`src/rtl/dcts_pkg.sv`:
```
`default_nettype none
package dcts_pkg;

  localparam int MAX_TASKS_DEF = 1024;
  localparam int MAX_EDGES_DEF = 4096;
  localparam int MAX_DEPS_DEF  = 255;

  localparam int CMD_W = 3;
  localparam int ID_W  = 10;
  localparam int DEP_W = 8;
  localparam int CNT_W = 11;
  localparam int ST_W  = 3;
  localparam int LEN_W = 8;
  localparam logic [LEN_W-1:0] LEN_MAX = 8'd255;
  localparam logic [CNT_W-1:0] TOTAL_MAX = 11'h7ff;

  localparam logic [CMD_W-1:0] CMD_LOAD_TASK = 3'd0;
  localparam logic [CMD_W-1:0] CMD_LOAD_EDGE = 3'd1;
  localparam logic [CMD_W-1:0] CMD_START     = 3'd2;
  localparam logic [CMD_W-1:0] CMD_REMOTE    = 3'd3;
  localparam logic [CMD_W-1:0] CMD_ADVANCE   = 3'd4;

  localparam logic [ST_W-1:0] ST_OK       = 3'd0;
  localparam logic [ST_W-1:0] ST_DISPATCH = 3'd1;
  localparam logic [ST_W-1:0] ST_NONE     = 3'd2;
  localparam logic [ST_W-1:0] ST_DONE     = 3'd3;
  localparam logic [ST_W-1:0] ST_ERR      = 3'd4;

  typedef struct packed {
    logic [CMD_W-1:0] cmd;
    logic [ID_W-1:0]  task_id;
    logic [DEP_W-1:0] dep_count;
    logic [ID_W-1:0]  succ_id;
  } in_item_t;

  typedef struct packed {
    logic [ST_W-1:0]  status;
    logic [ID_W-1:0]  issued_task;
    logic [CNT_W-1:0] completed_total;
    logic [CNT_W-1:0] ready_depth;
  } out_item_t;

  typedef enum logic [3:0] {
    S_CLEAR, S_IDLE, S_DECODE, S_INIT_RD, S_INIT_WR, S_REM_WR, S_LIST_RD,
    S_EDGE_CHK, S_SUCC_RD, S_SUCC_WR, S_RETIRE, S_RESULT
  } state_t;

  typedef enum logic [4:0] {
    OP_NONE, OP_CLEAR, OP_LATCH, OP_LOAD_TASK, OP_LOAD_EDGE, OP_START,
    OP_INIT_RD, OP_INIT_WR, OP_REM_RD, OP_REM_WR, OP_POP, OP_LIST_RD,
    OP_EDGE_RD, OP_SUCC_RD, OP_SUCC_WR, OP_RETIRE, OP_BAD, OP_RESULT
  } dp_op_t;

  typedef struct packed {
    logic [CMD_W-1:0] cmd;
    logic tid_ok;
    logic n_zero;
    logic idx_last;
    logic clr_last;
    logic stack_empty;
    logic edge_more;
    logic succ_ok;
    logic out_free;
  } dp_stat_t;

endpackage
`default_nettype wire

```
`src/rtl/dcts_ctrl.sv`:
```
`default_nettype none
module dcts_ctrl
  import dcts_pkg::*;
(
  input  wire logic     clk,
  input  wire logic     rst,
  input  wire logic     in_valid,
  output logic          in_ready,
  input  wire dp_stat_t stat,
  output dp_op_t        op
);

  state_t state, state_next;

  always_ff @(posedge clk) begin
    if (rst) begin
      state <= S_CLEAR;
    end else begin
      state <= state_next;
    end
  end

  always_comb begin
    state_next = state;
    unique case (state)
      S_CLEAR:    if (stat.clr_last) state_next = S_IDLE;
      S_IDLE:     if (in_valid) state_next = S_DECODE;
      S_DECODE: begin
        unique case (stat.cmd)
          CMD_START:   state_next = stat.n_zero ? S_RESULT : S_INIT_RD;
          CMD_REMOTE:  state_next = stat.tid_ok ? S_REM_WR : S_RESULT;
          CMD_ADVANCE: state_next = stat.stack_empty ? S_RESULT : S_LIST_RD;
          default:     state_next = S_RESULT;
        endcase
      end
      S_INIT_RD:  state_next = S_INIT_WR;
      S_INIT_WR:  state_next = stat.idx_last ? S_RESULT : S_INIT_RD;
      S_REM_WR:   state_next = S_RESULT;
      S_LIST_RD:  state_next = S_EDGE_CHK;
      S_EDGE_CHK: state_next = stat.edge_more ? S_SUCC_RD : S_RETIRE;
      S_SUCC_RD:  state_next = stat.succ_ok ? S_SUCC_WR : S_EDGE_CHK;
      S_SUCC_WR:  state_next = S_EDGE_CHK;
      S_RETIRE:   state_next = S_RESULT;
      S_RESULT:   if (stat.out_free) state_next = S_IDLE;
      default:    state_next = S_IDLE;
    endcase
  end

  always_comb begin
    op = OP_NONE;
    in_ready = 1'b0;
    unique case (state)
      S_CLEAR: op = OP_CLEAR;
      S_IDLE: begin
        in_ready = 1'b1;
        if (in_valid) op = OP_LATCH;
      end
      S_DECODE: begin
        unique case (stat.cmd)
          CMD_LOAD_TASK: op = OP_LOAD_TASK;
          CMD_LOAD_EDGE: op = OP_LOAD_EDGE;
          CMD_START:     op = OP_START;
          CMD_REMOTE:    op = OP_REM_RD;
          CMD_ADVANCE:   op = OP_POP;
          default:       op = OP_BAD;
        endcase
      end
      S_INIT_RD:  op = OP_INIT_RD;
      S_INIT_WR:  op = OP_INIT_WR;
      S_REM_WR:   op = OP_REM_WR;
      S_LIST_RD:  op = OP_LIST_RD;
      S_EDGE_CHK: op = OP_EDGE_RD;
      S_SUCC_RD:  op = OP_SUCC_RD;
      S_SUCC_WR:  op = OP_SUCC_WR;
      S_RETIRE:   op = OP_RETIRE;
      S_RESULT:   if (stat.out_free) op = OP_RESULT;
      default:    op = OP_NONE;
    endcase
  end

`ifndef SYNTHESIS
  a_result_free: assert property (@(posedge clk) disable iff (rst)
    (op == OP_RESULT) |-> stat.out_free) else $error("result loaded while output busy");
  a_accept_idle: assert property (@(posedge clk) disable iff (rst)
    (op == OP_LATCH) |=> (state == S_DECODE)) else $error("accept did not decode");
  a_clear_done: assert property (@(posedge clk) disable iff (rst)
    (state == S_CLEAR && stat.clr_last) |=> in_ready) else $error("clear pass stuck");
`endif

endmodule
`default_nettype wire

```
`config.mk`:
```
export PLATFORM = sky130hd
export DESIGN_NAME = dcts_ctrl
export DESIGN_NICKNAME = d
export VERILOG_FILES = /design/src/rtl/dcts_pkg.sv /design/src/rtl/dcts_ctrl.sv
export SDC_FILE = /design/constraint.sdc
export NUM_CORES = 1
export LEC_CHECK = 0
export BUFFER_PORTS_ARGS = -buffer_cell sky130_fd_sc_hd__buf_2
export CAP_MARGIN = 20
export CORE_AREA = 2 2 39 41
export CTS_CLUSTER_DIAMETER = 80
export DETAILED_ROUTE_END_ITERATION = 10
export DIE_AREA = 0 0 41 43
export PLACE_DENSITY = 0.69
export RECOVER_POWER = 25
export SYNTH_ARGS = -nofsm -noshare
export SYNTH_HDL_FRONTEND = slang
export SYNTH_SLANG_ARGS = --single-unit
```
`constraint.sdc`:
```
create_clock -name clk -period 2 [get_ports clk]
set_clock_uncertainty 0.15 [all_clocks]
set_input_delay 0.4 -clock clk [delete_from_list [all_inputs] [get_ports clk]]
set_output_delay 0.4 -clock clk [all_outputs]
set_load 0.005 [all_outputs]
```
== Word level (Yosys, flattened, before mapping) ==
Cells that the tools add are included.

* Output and inout bits: 6
* Logic and storage cells: 40
* Bits of input ports: 14
* Bits in registers: 4

* Muxes and demuxes: 16
* Eq/ne operators: 18
* Reductions and logical operators: 5

{| class="wikitable"
|+ Operator list
! kind !! count
|-
| case mux 5 bit (12 select lines) || 1
|-
| case mux 4 bit (10 select lines) || 1
|-
| two-way mux 4 bit || 8
|-
| case mux 5 bit (5 select lines) || 1
|-
| == test 4 x 3 -> 1 bit (second input constant) || 4
|-
| == test 4 bit (second input constant) || 4
|-
| case mux 4 bit (3 select lines) || 1
|-
| == test 4 x 2 -> 1 bit (second input constant) || 2
|-
| == test 3 x 2 -> 1 bit (second input constant) || 2
|-
| != test 2 bit (second input constant) || 3
|-
| two-way mux 5 bit || 1
|-
| == test 4 x 1 -> 1 bit (second input constant) || 1
|-
| logical NOT 4 bit || 1
|-
| two-way mux 2 bit || 2
|-
| OR reduction 2 bit || 2
|-
| == test 3 x 1 -> 1 bit (second input constant) || 1
|-
| == test 3 bit (second input constant) || 1
|-
| logical NOT 3 bit || 1
|-
| AND reduction 3 bit || 1
|-
| two-way mux 1 bit || 1
|}

== Longest topological paths before layout ==
* Depth after elaboration: 3
* Mapped depth: 6

== Worst setup path before layout ==
OpenSTA, ideal clock, no wires.

* Path kind: input-to-output
* Start: input stat[10] in the netlist's numbering
* End: output op[3]
* Path slack: 0.350 ns
* Cell stages on the path: 4
* Data arrival time: 1.100 ns
* Data required time: 1.450 ns
* Path buffers: 0
* Cell sequence: and3b_1 -> a21oi_1 -> a211o_1 -> o211ai_2

* Longest elaborated chain between the ends: 3

{| class="wikitable"
|+ Ends and longest elaborated chain
! element !! line !! source
|-
| start, declared || dcts_ctrl.sv:9 || <nowiki>input wire dp_stat_t stat,</nowiki>
|-
| == test 3 bit, or another cell as far along || dcts_ctrl.sv:59 || <nowiki>unique case (stat.cmd)</nowiki>
|-
| case mux 5 bit (5 select lines) * || dcts_ctrl.sv:59 ||
|-
| case mux 5 bit (12 select lines) * || dcts_ctrl.sv:52 || <nowiki>unique case (state)</nowiki>
|-
| end, declared || dcts_ctrl.sv:10 || <nowiki>output dp_op_t op</nowiki>
|}

Mark *: on every way between the ends. The rest lies on a longest branch, timed or not.

== Final worst setup path ==
* Start: input stat[8] in the netlist's numbering
* End: output op[3]

The elaborated chain is that of the path after synthesis.

==> metrics.md <==
| Metric | Value |
|---|---|
| Number of synthesized flops with an enable pin | 0 |
| Detailed router's first-iteration violation count | 21 |
| Crit path max-delay cell type | sky130_fd_sc_hd__a211o_1 |
| HPWL after detailed placement | 1170 um |
| Maximum fanout along the worst path | 6 |
| Number of I/O port buffers | 19 |
| Type of the worst min-delay path | in -> reg |
| Total global-route track usage | 0.206 |
| Biggest register | state |
| Multiplexer fraction of the synthesized cell area | 0 |
| Die footprint | 1760 um^2 |
| Via count of the first global-routing pass | 642 |
| Buffers plus inverters on the worst setup path | 2 |
| Adder-cell area share of the yosys netlist | 0 |
| Row count | 14 |
| Share of final-layout standard cells stronger than drive strength 1 | 0.417 |
| Aggregate global routing overflow | 0 |
| NumNets Final | 119 |
| Final-layout fill cell count | 152 |
| Insertion delay to the later sink of the worst-skew pair | 0.23 ns |
| Largest registers | state: 4 flops |
| P_leak | 0.000290 uW |
| Status | completed |
| Final routed wirelength across all metal layers | 1600 um |
| Startpoint Class | primary input |
| Number of clock buffers inserted by TritonCTS | 3 |
| Part of the Yosys area used for sequential elements | 0.143 |
| Max Freq | 0.517 GHz |
| Final Worst Setup Slack | 0.0649 ns |
| RD Place Congestion | 0.840 |
| Fraction of the mapped netlist area in compound gates | 0.423 |
| Die extent in x | 41 um |
| Share of synthesized registers carrying an async set or reset | 0 |
| Area of the core | 1380 um^2 |
| Vertical extent of the die | 43 um |
| Initial cell density of the core | 0.406 |
| Largest net degree at the start of global routing | 14 |
| Simple-gate share of the synthesized area | 0.316 |
| Cell taking the most area after synthesis | sky130_fd_sc_hd__dfxtp_1 |
| Setup TNS | 0 ns |
| Critical path class | in -> out |
| Setup WS pre-CTS | 0.0615 ns |
| Sort of element at the end of the critical path | primary output |
| Total via count in the routed design | 726 |
| Diode insertion count for antenna repair | 0 |
| Total power divided by cell area | 1180 nW/um^2 |
| Global-route wire length before repair | 2580 um |
| Final max-slew violation count | 0 |
| Number of remaining DRC errors | 0 |
| Total setup violations reported at the end of the flow | 0 |
| Synth Net Count | 96 |
| Total iterations of the first detailed-routing run | 4 |
| Routed vias/inst | 6.10 |
| Worst VDD drop | 0.564 mV |
| Synth-to-layout area growth | 29.2% |
| Count of antenna-violating nets left after detailed routing | 0 |
| Shortest clock period the worst path allows after layout | 1.94 ns |
| Delay of the slowest cell on the worst path | 0.31 ns |
| Crit path DAT | 1.39 ns |
| Flip-flop count of the largest register, all copies and words added | 4 |
| Pin slew with the least headroom to its limit | 0.273 ns |
| Worst slew slack as a fraction of its limit | 0.818 |
| Worst Path Required | 1.45 ns |
| Synthesized area divided by synthesized cell count | 6.85 um^2 |
| Largest cells by area after synthesis | sky130_fd_sc_hd__dfxtp_1 (14%), sky130_fd_sc_hd__a21oi_1 (11%), sky130_fd_sc_hd__buf_2 (5.3%) |
| Netlist area before placement | 562 um^2 |
| Dominant combinational cell family by area after synthesis | compound AO/OA/AOI/OAI gates |
| Synthesized instance count | 82 |
| Most prevalent standard cell on the critical path | sky130_fd_sc_hd__buf_2 |
| Clock transition time at the flip-flop clock pins of the worst setup and hold paths | 0.03 ns |
| TritonCTS clock tree | done |
| Buffer depth of the longest clock path | 2 |
| Cell at the root of the clock tree | sky130_fd_sc_hd__clkbuf_4 |
| Final Hold Violating Endpoints | 0 |
| Share of the clock period used by the worst path after layout | 0.968 |
| Dominant synthesized flop cell | sky130_fd_sc_hd__dfxtp_1 |
| Count of clock tree sinks | 4 |
| Post-CTS Setup Bufs | 0 |
| Cell family contributing the most delay on the critical path | compound AO/OA/AOI/OAI gates |
| Per-cell routed wire length | 13.4 um |
| RSZ-0062 raised after global routing | true |
| Maximum Capacitance Violations | 0 |
| #FFs+latches synth | 4 |
| Yosys Warn Count | 0 |
| Netlist cell types | 38 |
| Cell chain of the critical path | buf_2 -> and3b_2 -> a21oi_1 -> a211o_1 -> o211ai_2 -> buf_2 |
| Number of antenna violations at the first check in global routing | 0 |
| Number of I/O pins | 20 |
| Area share of xor/xnor cells in the synthesized design | 0.0312 |
| Share of the synthesized area in the top cell type | 0.143 |
| Count of H-tree levels built during CTS | 1 |
## stage by stage
stage / util / cells / total power, uW / instance area (um^2) / hold slack (ns)
global route: 0.524 / 119 / 938 / 726 / 0.267
detailed placement: 0.492 / 116 / 728 / 681 / 0.494
finish: 0.524 / 119 / 859 / 726 / 0.258
global placement: 0.492 / 116 / 723 / 681 / 0.489
CTS: 0.509 / 119 / 829 / 704 / 0.249
floorplan: - / 82 / 571 / 562 / 0.319
## kinds of logic after synthesis
group | count (synthesis)
DFF | 4
xor gates and xnor gates | 2
buffers and inverters | 9
and+or+nand+nor | 32
AOI/OAI and AO/OA | 35
## worst reg2reg max path: stages (launching register included)
cell and delay, ns:
sky130_fd_sc_hd__dfxtp_2 0.39, sky130_fd_sc_hd__buf_4 0.19, sky130_fd_sc_hd__nor2b_1 0.23, sky130_fd_sc_hd__a21oi_1 0.06, sky130_fd_sc_hd__or3_1 0.31, sky130_fd_sc_hd__a31oi_1 0.16
## cells in the final DEF, fill, tap and decap left out, drive strengths merged, types with 2 or more instances in the layout
cell and instances:
o21ai 6, a211oi 3, nand2b 3, nand2 7
nor3 3, nor2b 3, buf 25, clkbuf 3
a21oi 12, or2 2, a31oi 2, dfxtp 4
nor4 2, nor2 7, o211ai 3, inv 2
## Yosys cell counts (2+ instances only)
cell,number
sky130_fd_sc_hd__a211oi_1,2
sky130_fd_sc_hd__a21oi_1,12
sky130_fd_sc_hd__a31oi_1,2
sky130_fd_sc_hd__buf_2,6
sky130_fd_sc_hd__dfxtp_1,4
sky130_fd_sc_hd__nand2_1,7
sky130_fd_sc_hd__nand2b_1,2
sky130_fd_sc_hd__nor2_1,7
sky130_fd_sc_hd__nor2b_1,3
sky130_fd_sc_hd__nor3_1,2
sky130_fd_sc_hd__nor4_1,2
sky130_fd_sc_hd__o211ai_1,2
sky130_fd_sc_hd__o21ai_0,6
## layout make-up
cell class / count / area, um^2 / share of cell area
multi-input combinational: 69 / 449 / 0.619
timing repair buffer: 25 / 140 / 0.193
sequential: 4 / 86.3 / 0.119
clock buffer: 3 / 22.5 / 0.0310
tap: 16 / 20.0 / 0.0276
inverter: 2 / 7.51 / 0.0103
## layer usage
metal | track usage | wire length, um
met5 | 0 | 0
met4 | 0.0467 | 16
met3 | 0.0524 | 90
met2 | 0.316 | 768
met1 | 0.280 | 723
## timing repair
action / in CTS / in global routing
gates cloned: 0 / 0
pin swaps: 0 / 0
endpoints found under the hold margin: 0 / 0
gates resized for setup: 1 / 8
endpoints found under the setup margin: 2 / 5
hold buffers: 0 / 0
## final timing paths
path                                       startpoint                     to  slack (ns)  cells past startpoint
worst max-delay path                          stat[8]                  op[3]        0.06                      6
worst min-delay path                              rst  state[3]$_SDFFE_PP0P_        0.26                      2
worst min register to register  state[3]$_SDFFE_PP0P_  state[3]$_SDFFE_PP0P_        0.56                      3
worst max register to register  state[0]$_SDFFE_PP0P_  state[3]$_SDFFE_PP0P_        0.43                      5
## where the power goes
group	internal, uW	leakage, uW	total (uW)	switching, uW
Clock	66.9	0.0000138	96.9	30.0
Combinational	288	0.000242	571	282
Sequential	112	0.0000343	192	79.5
Total	467	0.000290	859	392
No activity file was read; power rests on OpenSTA's default activity.
